<file path="src/rtl/core/dual_threshold_strike_velocity_unit_macros.svh">
// Assertion macros shared by the strike velocity unit.
`ifndef DUAL_THRESHOLD_STRIKE_VELOCITY_UNIT_MACROS_SVH
`define DUAL_THRESHOLD_STRIKE_VELOCITY_UNIT_MACROS_SVH

// Same-cycle implication, checked outside reset.
`define DTSV_ASSERT_NOW(lbl, ante, cons, msg) \
  lbl: assert property (@(posedge clk) disable iff (!rst_n) (ante) |-> (cons)) \
    else $error(msg);

// Next-cycle implication, checked outside reset.
`define DTSV_ASSERT_NEXT(lbl, ante, cons, msg) \
  lbl: assert property (@(posedge clk) disable iff (!rst_n) (ante) |=> (cons)) \
    else $error(msg);

`endif

</file>
<file path="src/rtl/core/dtsv_pkg.sv">
// Types, codes and constants of the strike velocity unit.
`default_nettype none

package dtsv_pkg;

  localparam int RB_DEF  = 10;
  localparam int TB_DEF  = 24;
  localparam int NOW_W   = 32;
  localparam int QUIET_W = 24;
  localparam int CMD_W   = 3;
  localparam int QUO_W   = 7;
  localparam int CFG_IDX_W = 3;

  localparam logic [QUO_W-1:0] VEL_MAX = 7'd127;

  // Register values after reset, per sensor half.
  localparam int RST_FIRST_THR  = 600;
  localparam int RST_SECOND_THR = 300;
  localparam int RST_SLOW_LIM   = 100000;
  localparam int RST_FAST_LIM   = 2000;
  localparam int RST_QUIET      = 50000;

  typedef enum logic [CFG_IDX_W-1:0] {
    CFG_FIRST_THR  = 3'd0,
    CFG_SECOND_THR = 3'd1,
    CFG_SLOW_LIM   = 3'd2,
    CFG_FAST_LIM   = 3'd3,
    CFG_QUIET      = 3'd4
  } cfg_idx_t;

  typedef enum logic {
    OP_STORE = 1'b0,
    OP_EVAL  = 1'b1
  } op_t;

  typedef enum logic [CMD_W-1:0] {
    CMD_NONE    = 3'd0,
    CMD_STRIKE  = 3'd1,
    CMD_HOLD    = 3'd2,
    CMD_DONE    = 3'd3,
    CMD_RELEASE = 3'd4
  } cmd_t;

  typedef enum logic [2:0] {
    PH_IDLE     = 3'd0,
    PH_ARMED    = 3'd1,
    PH_STRUCK   = 3'd2,
    PH_HELD     = 3'd3,
    PH_RELEASED = 3'd4,
    PH_QUIET    = 3'd5
  } phase_t;

  typedef enum logic [2:0] {
    SQ_IDLE,
    SQ_EVAL,
    SQ_CLAMP,
    SQ_PREP,
    SQ_DIV,
    SQ_PUSH
  } seq_t;

  typedef struct packed {
    logic busy;
    logic done;
  } div_sts_t;

endpackage

`default_nettype wire

</file>
<file path="src/rtl/core/dual_threshold_strike_velocity_unit.sv">
// Top level of the dual-threshold strike velocity unit.
//
//   Channel  Direction  Handshake          Payload
//   in       input      in_valid/in_ready  in_opcode, in_sensor_select, in_reading, in_now_us
//   out      output     out_valid/out_ready out_command, out_velocity, out_sensor_enable,
//                                          out_active_sensor
//   cfg      input      cfg_we             cfg_index, cfg_wdata
//
// A store item produces nothing; store items can stream every cycle while the sequencer
// is idle. An evaluate item passes the evaluate and push steps; one that captures a strike
// also passes the clamp and prep steps and, unless the limits are equal, waits on the
// shared restoring divider, which resolves one quotient bit per cycle (seven) for the velocity.
// A finished result sits in the output register, which frees the sequencer; a second
// result waits in the push step until that register is taken.
// Reset is synchronous and active low; it restores all but the working and payload registers; no clear pass.
`default_nettype none

module dual_threshold_strike_velocity_unit import dtsv_pkg::*; #(
  parameter int READING_BITS = RB_DEF,
  parameter int TIME_BITS    = TB_DEF,
  localparam int CFG_W = ((2 * TIME_BITS > 2 * READING_BITS) ?
                          ((2 * TIME_BITS > QUIET_W) ? 2 * TIME_BITS : QUIET_W) :
                          ((2 * READING_BITS > QUIET_W) ? 2 * READING_BITS : QUIET_W))
) (
  input  logic                    clk,
  input  logic                    rst_n,
  // Input channel
  input  logic                    in_valid,
  output logic                    in_ready,
  input  logic                    in_opcode,
  input  logic                    in_sensor_select,
  input  logic [READING_BITS-1:0] in_reading,
  input  logic [NOW_W-1:0]        in_now_us,
  // Result channel
  output logic                    out_valid,
  input  logic                    out_ready,
  output logic [CMD_W-1:0]        out_command,
  output logic [QUO_W-1:0]        out_velocity,
  output logic [1:0]              out_sensor_enable,
  output logic                    out_active_sensor,
  // Configuration port
  input  logic                    cfg_we,
  input  logic [CFG_IDX_W-1:0]    cfg_index,
  input  logic [CFG_W-1:0]        cfg_wdata
);

  localparam int RB    = READING_BITS;
  localparam int TB    = TIME_BITS;
  localparam int NUM_W = TIME_BITS + QUO_W;

  // Configuration registers. Each but quiet_r holds two sensor halves, sensor 0 in the low half.
  logic [2*RB-1:0]    first_thr_r;
  logic [2*RB-1:0]    second_thr_r;
  logic [2*TB-1:0]    slow_lim_r;
  logic [2*TB-1:0]    fast_lim_r;
  logic [QUIET_W-1:0] quiet_r;

  // Strike state.
  logic [RB-1:0]    rd_r [2];
  phase_t           phase_r, phase_nxt;
  logic [CMD_W-1:0] cmd_r, cmd_nxt;
  logic [QUO_W-1:0] vel_r, vel_nxt;
  logic [1:0]       enable_r, enable_nxt;
  logic             armed_r, armed_nxt;
  logic [NOW_W-1:0] start_r, start_nxt;

  // Sequencer and working registers of one evaluate item.
  seq_t             sq_r, sq_nxt;
  logic [NOW_W-1:0] now_r;
  logic [NOW_W-1:0] elapsed_r, elapsed_nxt;
  logic [TB-1:0]    t_r, t_nxt;

  // Output register.
  logic             out_valid_r, out_valid_nxt;
  logic [CMD_W-1:0] out_command_r;
  logic [QUO_W-1:0] out_velocity_r;
  logic [1:0]       out_enable_r;
  logic             out_active_r;

  // Sequencer outputs.
  logic in_take;
  logic div_start;
  logic out_load;

  // Selected per-sensor values for the armed sensor.
  logic [RB-1:0]    rd_s;
  logic [RB-1:0]    first_s;
  logic [RB-1:0]    second_s;
  logic [TB-1:0]    slow_s;
  logic [TB-1:0]    fast_s;
  logic             strike_hit;
  logic             lim_equal;
  logic [TB-1:0]    diff;
  logic [TB-1:0]    den;
  logic [NUM_W-1:0] num;

  div_sts_t         div_sts;
  logic [QUO_W-1:0] div_quo;

  assign rd_s     = armed_r ? rd_r[1] : rd_r[0];
  assign first_s  = armed_r ? first_thr_r[2*RB-1:RB]  : first_thr_r[RB-1:0];
  assign second_s = armed_r ? second_thr_r[2*RB-1:RB] : second_thr_r[RB-1:0];
  assign slow_s   = armed_r ? slow_lim_r[2*TB-1:TB]   : slow_lim_r[TB-1:0];
  assign fast_s   = armed_r ? fast_lim_r[2*TB-1:TB]   : fast_lim_r[TB-1:0];

  // An armed sensor that has passed its strike threshold captures a velocity.
  assign strike_hit = (phase_r == PH_ARMED) && (rd_s < second_s);
  assign lim_equal  = (fast_s == slow_s);

  // The clamped time always sits between the two limits, so the distance from the
  // slow limit and the span are both non-negative once taken in the right order.
  // With the limits crossed the clamp lands on one of the limits and gives 127 or 1.
  always_comb begin
    if (fast_s < slow_s) begin
      diff = slow_s - t_r;
      den  = slow_s - fast_s;
    end else begin
      diff = t_r - slow_s;
      den  = fast_s - slow_s;
    end
    num = NUM_W'(diff) * NUM_W'(VEL_MAX - QUO_W'(1));
  end

  dtsv_divider #(
    .TIME_BITS (TIME_BITS)
  ) u_div (
    .clk   (clk),
    .rst_n (rst_n),
    .start (div_start),
    .num   (num),
    .den   (den),
    .sts   (div_sts),
    .quo   (div_quo)
  );

  // Sequencer: next state.
  always_comb begin
    sq_nxt = sq_r;
    unique case (sq_r)
      SQ_IDLE: begin
        if (in_valid && (in_opcode == OP_EVAL)) begin
          sq_nxt = SQ_EVAL;
        end
      end
      SQ_EVAL: begin
        sq_nxt = strike_hit ? SQ_CLAMP : SQ_PUSH;
      end
      SQ_CLAMP: begin
        sq_nxt = SQ_PREP;
      end
      SQ_PREP: begin
        sq_nxt = lim_equal ? SQ_PUSH : SQ_DIV;
      end
      SQ_DIV: begin
        if (div_sts.done) begin
          sq_nxt = SQ_PUSH;
        end
      end
      SQ_PUSH: begin
        if (!out_valid_r || out_ready) begin
          sq_nxt = SQ_IDLE;
        end
      end
      default: begin
        sq_nxt = SQ_IDLE;
      end
    endcase
  end

  // Sequencer: outputs.
  always_comb begin
    in_take   = 1'b0;
    div_start = 1'b0;
    out_load  = 1'b0;
    unique case (sq_r)
      SQ_IDLE: begin
        in_take = 1'b1;
      end
      SQ_PREP: begin
        div_start = !lim_equal;
      end
      SQ_PUSH: begin
        out_load = !out_valid_r || out_ready;
      end
      default: begin
        in_take = 1'b0;
      end
    endcase
  end

  assign in_ready = in_take;

  // Strike state machine, one step per evaluate item, plus the velocity capture.
  always_comb begin
    phase_nxt   = phase_r;
    cmd_nxt     = cmd_r;
    vel_nxt     = vel_r;
    enable_nxt  = enable_r;
    armed_nxt   = armed_r;
    start_nxt   = start_r;
    elapsed_nxt = elapsed_r;
    t_nxt       = t_r;

    if (sq_r == SQ_EVAL) begin
      unique case (phase_r)
        PH_IDLE: begin
          // Sensor 0 wins when both are past the arming threshold.
          if (rd_r[0] < first_thr_r[RB-1:0]) begin
            enable_nxt = 2'b01;
            start_nxt  = now_r;
            phase_nxt  = PH_ARMED;
            armed_nxt  = 1'b0;
          end else if (rd_r[1] < first_thr_r[2*RB-1:RB]) begin
            enable_nxt = 2'b10;
            start_nxt  = now_r;
            phase_nxt  = PH_ARMED;
            armed_nxt  = 1'b1;
          end
        end
        PH_ARMED: begin
          if (strike_hit) begin
            elapsed_nxt = now_r - start_r;
            phase_nxt   = PH_STRUCK;
            cmd_nxt     = CMD_STRIKE;
          end else if (rd_s > first_s) begin
            phase_nxt  = PH_IDLE;
            enable_nxt = 2'b11;
          end
        end
        PH_STRUCK: begin
          phase_nxt = PH_HELD;
          cmd_nxt   = CMD_HOLD;
        end
        PH_HELD: begin
          if (rd_s > first_s) begin
            cmd_nxt    = CMD_RELEASE;
            phase_nxt  = PH_RELEASED;
            enable_nxt = 2'b00;
            start_nxt  = now_r;
          end
        end
        PH_RELEASED: begin
          cmd_nxt   = CMD_DONE;
          phase_nxt = PH_QUIET;
        end
        PH_QUIET: begin
          if ((now_r - start_r) > NOW_W'(quiet_r)) begin
            phase_nxt  = PH_IDLE;
            enable_nxt = 2'b11;
          end
        end
        default: begin
          phase_nxt = phase_r;
        end
      endcase
    end

    // Clamp the travel time: the fast limit is tested first.
    if (sq_r == SQ_CLAMP) begin
      if (elapsed_r < NOW_W'(fast_s)) begin
        t_nxt = fast_s;
      end else if (elapsed_r > NOW_W'(slow_s)) begin
        t_nxt = slow_s;
      end else begin
        t_nxt = elapsed_r[TB-1:0];
      end
    end

    if ((sq_r == SQ_PREP) && lim_equal) begin
      vel_nxt = VEL_MAX;
    end

    if ((sq_r == SQ_DIV) && div_sts.done) begin
      vel_nxt = div_quo + QUO_W'(1);
    end
  end

  assign out_valid_nxt = (out_valid_r && !out_ready) || out_load;

  always_ff @(posedge clk) begin
    if (!rst_n) begin
      first_thr_r  <= {RB'(RST_FIRST_THR), RB'(RST_FIRST_THR)};
      second_thr_r <= {RB'(RST_SECOND_THR), RB'(RST_SECOND_THR)};
      slow_lim_r   <= {TB'(RST_SLOW_LIM), TB'(RST_SLOW_LIM)};
      fast_lim_r   <= {TB'(RST_FAST_LIM), TB'(RST_FAST_LIM)};
      quiet_r      <= QUIET_W'(RST_QUIET);
    end else if (cfg_we) begin
      unique case (cfg_index)
        CFG_FIRST_THR:  first_thr_r  <= cfg_wdata[2*RB-1:0];
        CFG_SECOND_THR: second_thr_r <= cfg_wdata[2*RB-1:0];
        CFG_SLOW_LIM:   slow_lim_r   <= cfg_wdata[2*TB-1:0];
        CFG_FAST_LIM:   fast_lim_r   <= cfg_wdata[2*TB-1:0];
        CFG_QUIET:      quiet_r      <= cfg_wdata[QUIET_W-1:0];
        default:        quiet_r      <= quiet_r;
      endcase
    end
  end

  always_ff @(posedge clk) begin
    if (!rst_n) begin
      rd_r[0]     <= '1;
      rd_r[1]     <= '1;
      phase_r     <= PH_IDLE;
      cmd_r       <= CMD_NONE;
      vel_r       <= '0;
      enable_r    <= 2'b11;
      armed_r     <= 1'b0;
      start_r     <= '0;
      sq_r        <= SQ_IDLE;
      out_valid_r <= 1'b0;
    end else begin
      if (in_valid && in_ready && (in_opcode == OP_STORE)) begin
        rd_r[in_sensor_select] <= in_reading;
      end
      phase_r     <= phase_nxt;
      cmd_r       <= cmd_nxt;
      vel_r       <= vel_nxt;
      enable_r    <= enable_nxt;
      armed_r     <= armed_nxt;
      start_r     <= start_nxt;
      sq_r        <= sq_nxt;
      out_valid_r <= out_valid_nxt;
    end
  end

  // Working and payload registers need no reset.
  always_ff @(posedge clk) begin
    if (in_valid && in_ready) begin
      now_r <= in_now_us;
    end
    elapsed_r <= elapsed_nxt;
    t_r       <= t_nxt;
    if (out_load) begin
      out_command_r  <= cmd_r;
      out_velocity_r <= vel_r;
      out_enable_r   <= enable_r;
      out_active_r   <= armed_r;
    end
  end

  assign out_valid         = out_valid_r;
  assign out_command       = out_command_r;
  assign out_velocity      = out_velocity_r;
  assign out_sensor_enable = out_enable_r;
  assign out_active_sensor = out_active_r;

  `include "dual_threshold_strike_velocity_unit_macros.svh"

  // The divider only runs while the sequencer waits on it, and the block takes no item then.
  `DTSV_ASSERT_NOW(a_div_blocks_input, div_sts.busy, (sq_r == SQ_DIV) && !in_ready, "divider busy outside wait step")
  // A quotient is only produced for a strike being captured.
  `DTSV_ASSERT_NOW(a_done_in_div, div_sts.done, (sq_r == SQ_DIV) && (phase_r == PH_STRUCK), "divider done out of sequence")
  // While armed, exactly the arming sensor is enabled.
  `DTSV_ASSERT_NOW(a_armed_onehot, phase_r == PH_ARMED, $onehot(enable_r) && enable_r[armed_r], "armed with bad enables")
  // Loading the output register frees the sequencer for the next item.
  `DTSV_ASSERT_NEXT(a_load_frees, out_load, in_ready && out_valid_r, "sequencer not freed after load")

endmodule

`default_nettype wire

</file>
<file path="src/rtl/core/dtsv_divider.sv">
// Restoring divider that produces the 7-bit velocity quotient, one bit a cycle.
`default_nettype none

module dtsv_divider import dtsv_pkg::*; #(
  parameter int TIME_BITS = TB_DEF
) (
  input  logic                           clk,
  input  logic                           rst_n,
  input  logic                           start,
  input  logic [TIME_BITS+QUO_W-1:0]     num,
  input  logic [TIME_BITS-1:0]           den,
  output div_sts_t                       sts,
  output logic [QUO_W-1:0]               quo
);

  localparam int NUM_W = TIME_BITS + QUO_W;
  localparam int CNT_W = $clog2(QUO_W);

  logic [NUM_W-1:0] rem_r, rem_nxt;
  logic [NUM_W-1:0] dsh_r, dsh_nxt;
  logic [QUO_W-1:0] q_r, q_nxt;
  logic [CNT_W-1:0] cnt_r, cnt_nxt;
  logic             busy_r, busy_nxt;
  logic             done_r, done_nxt;
  logic             fits;

  assign fits = (rem_r >= dsh_r);

  always_comb begin
    rem_nxt  = rem_r;
    dsh_nxt  = dsh_r;
    q_nxt    = q_r;
    cnt_nxt  = cnt_r;
    busy_nxt = busy_r;
    done_nxt = 1'b0;
    if (start) begin
      rem_nxt  = num;
      dsh_nxt  = NUM_W'(den) << (QUO_W - 1);
      cnt_nxt  = '0;
      busy_nxt = 1'b1;
    end else if (busy_r) begin
      // One quotient bit per cycle, divisor walks down one place.
      if (fits) begin
        rem_nxt = rem_r - dsh_r;
      end
      q_nxt   = {q_r[QUO_W-2:0], fits};
      dsh_nxt = dsh_r >> 1;
      if (cnt_r == CNT_W'(QUO_W - 1)) begin
        busy_nxt = 1'b0;
        done_nxt = 1'b1;
      end else begin
        cnt_nxt = cnt_r + CNT_W'(1);
      end
    end
  end

  always_ff @(posedge clk) begin
    if (!rst_n) begin
      cnt_r  <= '0;
      busy_r <= 1'b0;
      done_r <= 1'b0;
    end else begin
      cnt_r  <= cnt_nxt;
      busy_r <= busy_nxt;
      done_r <= done_nxt;
    end
    rem_r <= rem_nxt;
    dsh_r <= dsh_nxt;
    q_r   <= q_nxt;
  end

  assign sts.busy = busy_r;
  assign sts.done = done_r;
  assign quo      = q_r;

endmodule

`default_nettype wire

</file>
<file path="config.mk">
export PLATFORM = sky130hd
export DESIGN_NAME = dual_threshold_strike_velocity_unit
export DESIGN_NICKNAME = d
export VERILOG_FILES = /design/src/rtl/core/dtsv_pkg.sv /design/src/rtl/core/dual_threshold_strike_velocity_unit.sv /design/src/rtl/core/dtsv_divider.sv
export VERILOG_INCLUDE_DIRS = /design/src /design/src/rtl/core
export SDC_FILE = /design/constraint.sdc
export NUM_CORES = 1
export LEC_CHECK = 0
export ABC_AREA = 1
export BUFFER_PORTS_ARGS = -buffer_cell sky130_fd_sc_hd__buf_4
export CORE_MARGIN = 2
export CORE_UTILIZATION = 50
export DETAILED_ROUTE_END_ITERATION = 10
export GPL_ROUTABILITY_DRIVEN = 0
export HOLD_SLACK_MARGIN = 0.06
export PLACE_DENSITY_LB_ADDON = 0.25
export SYNTH_ARGS = -nofsm -noshare
export SYNTH_HDL_FRONTEND = slang
export SYNTH_SLANG_ARGS = --single-unit
</file>
<file path="constraint.sdc">
create_clock -name clk -period 19.84 [get_ports clk]
set_input_delay 0.992 -clock clk [delete_from_list [all_inputs] [get_ports clk]]
set_output_delay 0.992 -clock clk [all_outputs]
set_load 0.005 [all_outputs]
</file>
; ---- Word level (Yosys, flattened, before mapping)
; Memory sizes are Yosys's and may differ from the RTL's.
; Index checks and enable logic that the tools add are counted.
; W data, S select, Z words.
[word_totals]
in_bits = 100
out_inout_bits = 15
n_memories = 1
reg_bits = 386
word_cells = 178
mem_bits_rw = 20
[op_classes]
n_mux = 58
n_lt_le_gt_ge = 9
n_addsub = 8
n_eq_ne = 26
multipliers = 1
n_bitwise = 5
reduce_logical = 42
[mem_list]
columns = memory, depth, word_bits, rd, rd_ports_with_merged_regs, write_ports, line_no
row1 = rd_r, 2, 10, 2, 0, 2, dual_threshold_strike_velocity_unit.sv:59  ; logic [RB-1:0] rd_r [2];
[ops]
columns = operator, count
row1 = $mux W24, 6
row2 = $mux W32, 3
row3 = $sub A24 B24 Y24, 4
row4 = $mux W31, 3
row5 = $gt A32 B24 Y1, 2
row6 = $pmux W32 S2, 1
row7 = $mux W30, 2
row8 = $mux W10, 4
row9 = $pmux W3 S6, 2
row10 = $mux W3, 11
row11 = $lt A32 B24 Y1, 1
row12 = $sub A32 B32 Y32, 1
row13 = $ge A31 B30 Y1, 1
row14 = $sub A31 B30 Y31, 1
row15 = $lt A10 B10 Y1, 3
row16 = $mul A24 B6 Y30 const B, 1
row17 = $eq A24 B24 Y1, 1
row18 = $lt A24 B24 Y1, 1
row19 = $eq A3 B2 Y1 const B, 6
row20 = $eq A3 B3 Y1 const B, 6
row21 = $reduce_and A2 Y1, 9
row22 = $mux W1, 16
row23 = $mux W7, 2
row24 = $mux W2, 6
row25 = 25 further kinds, 56

; ---- Longest topological paths before layout
; Gate-level depths: netlist (run 1).
[depth]
word_depth = 9
mapped_depth = 41
depth_no_buf = 37

; ---- By module
; A second synthesis (run 1) with hierarchy kept.
[unflattened]
hier_cells = 4278
area_unflattened_um2 = 31241.2
[modules_own_cells]
columns = mod, seq_area_each_um2, instances, area_per_inst_um2, cells_per_inst
row1 = dual_threshold_strike_velocity_unit, 7877.6, 1, 25916.1, 3513
row2 = dtsv_divider, 2082.0, 1, 5325.1, 765

; ---- Worst setup path before layout (run 1)
; Ideal clock, no wire load.
[synth_timing]
kind = reg-to-reg
from = reg armed_r
to = reg u_div.rem_r[23] (data pin)
path_slack_ns = 13.145
synth_period_minus_slack_ns = 6.695
setup_ns = 0.260
t_required_ns = 19.580
stages_incl_launch_ff = 34
arrival_ns = 6.434
path_cell_list = dfxtp_1 > buf_2 > buf_2 > clkbuf_1 > nand2_1 > o21ai_0 > inv_1 > fa_1 > o21ai_2 > inv_2 > o21bai_4 > nand3_2 > nand3_4 > buf_6 > buf_6 > buf_4 > mux2i_1 > fa_1 > fa_1 > inv_1 > fa_1 > inv_1 > ha_1 > nand2_1 > nor4_1 > nand2_1 > nand2_1 > nand3_1 > nand2_1 > nand2_1 > nand2_1 > nand2_1 > nand2_1 > o21ai_0
[synth_via]
elab_chain_cells = 5
elab_cells_between_ends = 11
cone_classes = add/sub: 2 / mul: 1 / order compare: 1 / eq/ne: 1 / mux: 5 / reduce/logical: 1
[synth_rtl]
columns = element, line_no
row1 = start: declaration, dual_threshold_strike_velocity_unit.sv:64  ; logic armed_r, armed_nxt;
row2 = start signal: assignment, dual_threshold_strike_velocity_unit.sv:319  ; armed_r <= armed_nxt;
row3 = "$mux W24, on equally long branches", "dual_threshold_strike_velocity_unit.sv:103, dual_threshold_strike_velocity_unit.sv:104"
row4 = "$sub A24 B24 Y24, or another cell as far along", dual_threshold_strike_velocity_unit.sv:118  ; diff = t_r - slow_s;
row5 = $mux W24 / $logic_not A1 Y1 (equally long branches), "dual_threshold_strike_velocity_unit.sv:114, dual_threshold_strike_velocity_unit.sv:180"
row6 = $mul A24 B6 Y30 / $mux W1 (equally long branches), "dual_threshold_strike_velocity_unit.sv:121, dual_threshold_strike_velocity_unit.sv:175"
row7 = $mux W31 (*), dtsv_divider.sv:36  ; if (start) begin
row8 = named net u_div.rem_nxt[23], dtsv_divider.sv:19  ; logic [NUM_W-1:0] rem_r, rem_nxt;
row9 = end signal: assignment, dtsv_divider.sv:67  ; rem_r <= rem_nxt;
row10 = end: declaration, dtsv_divider.sv:19
; The timed path passes the listed nets; every way through them passes the cells marked *.
; A chain may end at the register's enable or synchronous reset.

; ---- Worst setup path in the final report (run 1)
[layout_timing]
from = reg armed_r
to = reg u_div.rem_r[26] (data pin)
; The elaborated chain is that of the path after synthesis.

==> run metrics, run 1 <==
result of the run=complete, no violations; setup repair after global routing missed its margin=no; clock tree from TritonCTS=yes; number of violations of the max-capacitance limit=0; mean routed wirelength per cell=17.60 um; share of layout cells above drive strength 1=6.222%; residual DRC count=0; synthesized cell area=approximately 31000 um2; top cell type by total area after synthesis=edfxtp_1; global router's overall resource usage=27.64%; average footprint of a synthesized cell=~7.4 um2; final wirelength=89430 um; data arrival time of the worst path=8990 ps; top cells by area in the synthesized netlist=edfxtp_1 (18%), dfxtp_1 (14%), ha_1 (12%); number of buffers inserted by post-CTS setup repair=0; number of pins exceeding their max-slew limit in the final report=0; Layout Area Growth over Synthesis=9.649%; post-CTS sizing=0; remaining number of nets flagged by the antenna check after routing=0; Die X-Extent=about 250 um; Die Area=63960 um2; post-synthesis instance total=4191; final-layout setup total negative slack=0 ps; initial antenna violation count=0; number of enable-type register cells in the synthesized netlist=182; worst setup path category=flop to flop; core region area=between 60000 and 70000 um2; placed wire-length estimate=71440 um; initial cell density of the core=50.38%; kind of cell adding the most delay to the critical path=adder cells; Fin. Hold Viols=0; post-route clock skew=38.21 ps; post-detailed-route via-to-cell ratio=5.520; net count after synthesis=4665; most used cells in the layout excluding fill and tap cells=nand2_1 (913), inv_1 (644), o21ai_0 (458), a21oi_1 (397), nor2_1 (318); share of the core filled with cells=55.25%; count of port buffers added during placement=about 110; detailed-route via count=28050; total gr overflow=0; detailed-routing iteration count for the pre-antenna-repair pass=6; Post-CTS Hold Fix Bufs=0; Placement Setup Slack=11270 ps; slowest library cell on the worst path=buf_4; most frequent cell on the critical path=nand2_1; nets=4727; data required time of the worst path=20150 ps; CTS H-Tree Depth=2; Clock Tree Buf Depth=3; Die Span Y=252.9 um; vias in the first global route=26300; Fill cells=about 5900; number of flip-flops and latches in the synthesized netlist=406; clock tree sinks=406; Tightest Hold Check Type=flop to flop; longest individual stage delay on the worst path=710 ps; number of unique standard cell types used by synthesis=64; number of CTS-inserted buffers=46; most common library cell in the layout ignoring fill and taps=nand2_1; worst-path fanout max=96; setup violation total in the final timing report=0; total number of yosys warnings=0; Crit. End Element=flop; largest net degree at the start of global routing=between 90 and 100; main flop type after synthesis=dfxtp_1; global-route wire length before repair=between 100000 and 150000 um; clock latency of the later-clocked register in the worst-skew pair=610 ps; Row Count=91; final critical-path required period=just under 9000 ps; maximum clock frequency=~0.12 GHz; clock-pin slew on the worst setup and hold paths=60 ps; sequential cell area fraction in the yosys report=32.12%; Rel. slew slack=about a fifth; Synth async-reset ratio=0%; portion of the clock cycle consumed by the worst path in the final layout=43.78%; initial drt markers=2299; Critical Path Start Type=flop; Synth top area share=roughly 18%; worst path bufs/invs=7; count of pins on the block boundary=115; actual transition at the worst max-transition pin=1192 ps; CTS root buf=clkbuf_16; final worst slack=around 11000 ps
## state kept, by name, summed over array words and instances (netlist names), 7 cells and up
signal and flops:
elapsed_r 32, fast_lim_r 48, first_thr_r 20, now_r 32, out_velocity 7, quiet_r 24
rd_r 20, second_thr_r 20, slow_lim_r 48, start_r 32, t_r 24, u_div.dsh_r 30
u_div.quo 7, u_div.rem_r 31, vel_r 7
## cell families (layout without fill, tap and decap cells)
group | after synthesis | in the layout | share of synthesized area (%)
AO/OA/AOI/OAI | 1048 | 1048 | 18.46
XOR/XNOR | 117 | 117 | 3.308
adder cells (fa/ha/maj) | 374 | 374 | 16.71
buffers and inverters | 780 | 880 | 9.807
flip-flops | 406 | 406 | 32.12
multiplexers | 20 | 20 | 0.6826
other | 0 | 1 | 0
AND/OR/NAND/NOR | 1446 | 1446 | 18.92
## synthesized netlist by cell type (all sizes together) (3+ instances only)
master   number
a31oi        19
buf          35
nand3       111
edfxtp      182
ha          308
a21oi       398
nand2       923
a21boi       10
and2          4
o21ai       481
o21a         19
mux2i        11
xnor2        38
clkbuf       84
or2           4
o2111ai       8
nor2        325
o22ai        19
fa           66
nand3b        9
nor4         10
o221ai        4
nand4        27
and3          3
o31ai         4
o211ai       34
mux2          9
xor2         79
a211oi       13
a21o         17
o21bai       13
clkinv        5
a221oi        4
dfxtp       224
inv         656
nor3         28
## path summary, 6_finish.rpt
kind                         startpoint                         to  slack, ps  cells past startpoint
hold reg to reg   vel_r[1]$_SDFFE_PN0P_  out_velocity[1]$_DFFE_PP_        440                      0
setup / recovery   armed_r$_SDFFE_PN0P_  u_div.rem_r[26]$_DFFE_PP_      11150                     31
setup reg to reg   armed_r$_SDFFE_PN0P_  u_div.rem_r[26]$_DFFE_PP_      11150                     31
hold / removal    vel_r[1]$_SDFFE_PN0P_  out_velocity[1]$_DFFE_PP_        440                      0
## metrics by stage
stage | instances | hold slack, ps | area (um2)
floorplan | 4191 | 408.2 | 30980
global placement | 4995 | 418.0 | 32430
detailed placement | 4995 | 418.9 | 32430
CTS | 5081 | 438.0 | 33970
global route | 5081 | 440.5 | 33970
finish | 5082 | 439.3 | 33970
## layout make-up
class                   count  area (um2)  share of cell area [%]
clock buffers              73        1375                   4.048
well taps                 790       988.4                   2.910
flip-flops and latches    406        9953                   29.30
inverters                 661        2481                   7.304
clock inverters            13       157.7                  0.4641
diodes                      1       2.502                0.007367
multi-input cells        3005       18010                   53.02
repair buffers            133       998.5                   2.939
## metal layers
layer | routed length, um | global-route usage, %
met5 | 0 | 0
met3 | 5637 | 2.950
met1 | 39110 | 36.68
met4 | 4568 | 12.95
met2 | 40110 | 45.24
Power of run 1 is not shown: default switching activity piles up to over one toggle a cycle in this logic, so the estimate is an artifact.
==> run 2: changes to the inputs <==
==> constraint.sdc (replaced) <==
create_clock -name clk -period 8.6 [get_ports clk]
set_input_delay 0.43 -clock clk [delete_from_list [all_inputs] [get_ports clk]]
set_output_delay 0.43 -clock clk [all_outputs]
set_load 0.005 [all_outputs]
==> run 2 against run 1 <==
Effect of this change:
- clock skew about the same
- utilization increased by 0.86 points
- critical endpoint is now u_div.rem_r[20]$_DFFE_PP_
- clock-buffer cell count decreased by 12
- via count decreased by 0.15%
==> run metrics, run 2 (synthesis gave the netlist of run 1 again) <==
residual DRC count=0; portion of the clock cycle consumed by the worst path in the final layout=between 80% and 90%; count of cells along the worst register-to-register path=29; post-route clock skew=approximately 38 ps; actual transition at the worst max-transition pin=1056 ps; setup violation total in the final timing report=0; final-layout setup total negative slack=0 ps; data arrival time of the worst path=7970 ps; most frequent cell on the critical path=nand2_1; total gr overflow=0; most used cells in the layout excluding fill and tap cells=nand2_1 (913), inv_1 (644), o21ai_0 (458), a21oi_1 (397), nor2_1 (318); setup repair after global routing missed its margin=no; data required time of the worst path=8920 ps; clock latency of the later-clocked register in the worst-skew pair=620 ps; detailed-route via count=roughly 28000; critical path endpoint=u_div.rem_r[20]$_DFFE_PP_; global router's overall resource usage=27.98%; Fin. Hold Viols=0; vias in the first global route=roughly 26000; Rel. slew slack=29.63%; share of layout cells above drive strength 1=6.479%; maximum clock frequency=0.1306 GHz; number of inserted diodes=0; Top Registers=fast_lim_r: 48 flops, slow_lim_r: 48 flops; clock tree from TritonCTS=yes; global-route wire length before repair=141600 um; clock tree sinks=slightly above 400; clock-pin slew on the worst setup and hold paths=approximately 60 ps; Fill cells=5808; post-CTS sizing=0; Critical R2R Capture=u_div.rem_r[20]$_DFFE_PP_; number of CTS-inserted buffers=46; hold_ws=77.61 ps; Critical Path Start Type=flop; worst setup path category=flop to flop; largest net degree at the start of global routing=99; result of the run=complete, no violations; detailed-routing iteration count for the pre-antenna-repair pass=6; core region area=61480 um2; longest individual stage delay on the worst path=900 ps; initial drt markers=roughly 2300; mean routed wirelength per cell=between 15 and 20 um; Die Area=63960 um2; number of pins exceeding their max-slew limit in the final report=0; Critical R2R Launch=armed_r$_SDFFE_PN0P_; Tightest Hold Check Type=primary input to flop; Die X-Extent=~250 um; worst-path fanout max=98; CTS root buf=clkbuf_16; Crit. End Element=flop; placed wire-length estimate=71020 um; Die Span Y=around 250 um; beginning of the critical path=armed_r$_SDFFE_PN0P_; initial antenna violation count=0; Register-to-Register Setup Slack=940 ps; CTS H-Tree Depth=2; final critical-path required period=7658 ps; slowest library cell on the worst path=dfxtp_4; most common library cell in the layout ignoring fill and taps=nand2_1; nets=4773; Clock Tree Buf Depth=3; number of violations of the max-capacitance limit=0; final wirelength=90130 um; count of port buffers added during placement=between 100 and 150; number of buffers inserted by post-CTS setup repair=0; initial cell density of the core=50.38%; Row Count=91; count of pins on the block boundary=115; Layout Area Growth over Synthesis=11.35%; post-detailed-route via-to-cell ratio=5.464; remaining number of nets flagged by the antenna check after routing=0
## run 2: area by class of cell
class	instances	area (um2)	share of cell area, %
clock buffer	61	1311	3.801
clock inverter	25	305.3	0.8851
inverter	661	2481	7.193
multi-input combinational	3005	18010	52.21
sequential	406	9953	28.85
tap	790	988.4	2.866
timing repair buffer	179	1444	4.186
## run 2: worst max-delay path, delay by kind of cell, from the launching register on
family                     cells  cell delay (ps)
buffers and inverters          5              460
and+or+nand+nor                6              540
AOI/OAI and AO/OA             12             2900
DFF                            1              900
xor gates and xnor gates       1              190
adders and majority gates      5             2320
## run 2: per-layer routing
layer,track usage (%),vias to the layer above,wire length [um]
met5,0,-,0
met4,14.49,0,5045
met3,3.588,244,5785
met2,45.22,1002,40610
met1,36.70,12710,38690
li1,-,14050,-
## run 2: repair_timing
action                                  CTS  global route
hold buffers                             40             0
endpoints found under the setup margin    0             0
endpoints found under the hold margin    41             0
## run 2: per-stage QoR
stage	util, %	instance area, um2	worst slack [ps]	instances
global route	56.10	34490	201.0	5127
floorplan	-	30980	1906	4191
global placement	52.82	32480	1258	5001
CTS	56.10	34490	1071	5127
finish	56.10	34490	942.3	5127
detailed placement	52.82	32480	1086	5001
## run 2: how the worst min path moves through the flow
stage	startpoint	endpoint	slack [ps]	cells after the start
3_3_place_gp	enable_r[0]$_SDFFE_PN1P_	out_sensor_enable[0]$_DFFE_PP_	420	0
6_report	in_reading[2]	rd_r[0][2]$_SDFFCE_PN1P_	80	3
3_5_place_dp	vel_r[4]$_SDFFE_PN0P_	out_velocity[4]$_DFFE_PP_	420	0
4_1_cts	in_reading[9]	rd_r[0][9]$_SDFFCE_PN1P_	60	3
5_1_grt	cfg_wdata[22]	slow_lim_r[22]$_SDFFE_PN0P_	90	3
2_1_floorplan	cmd_r[1]$_SDFFE_PN0P_	out_command[1]$_DFFE_PP_	410	0
Power of run 2 is left out for the same reason.
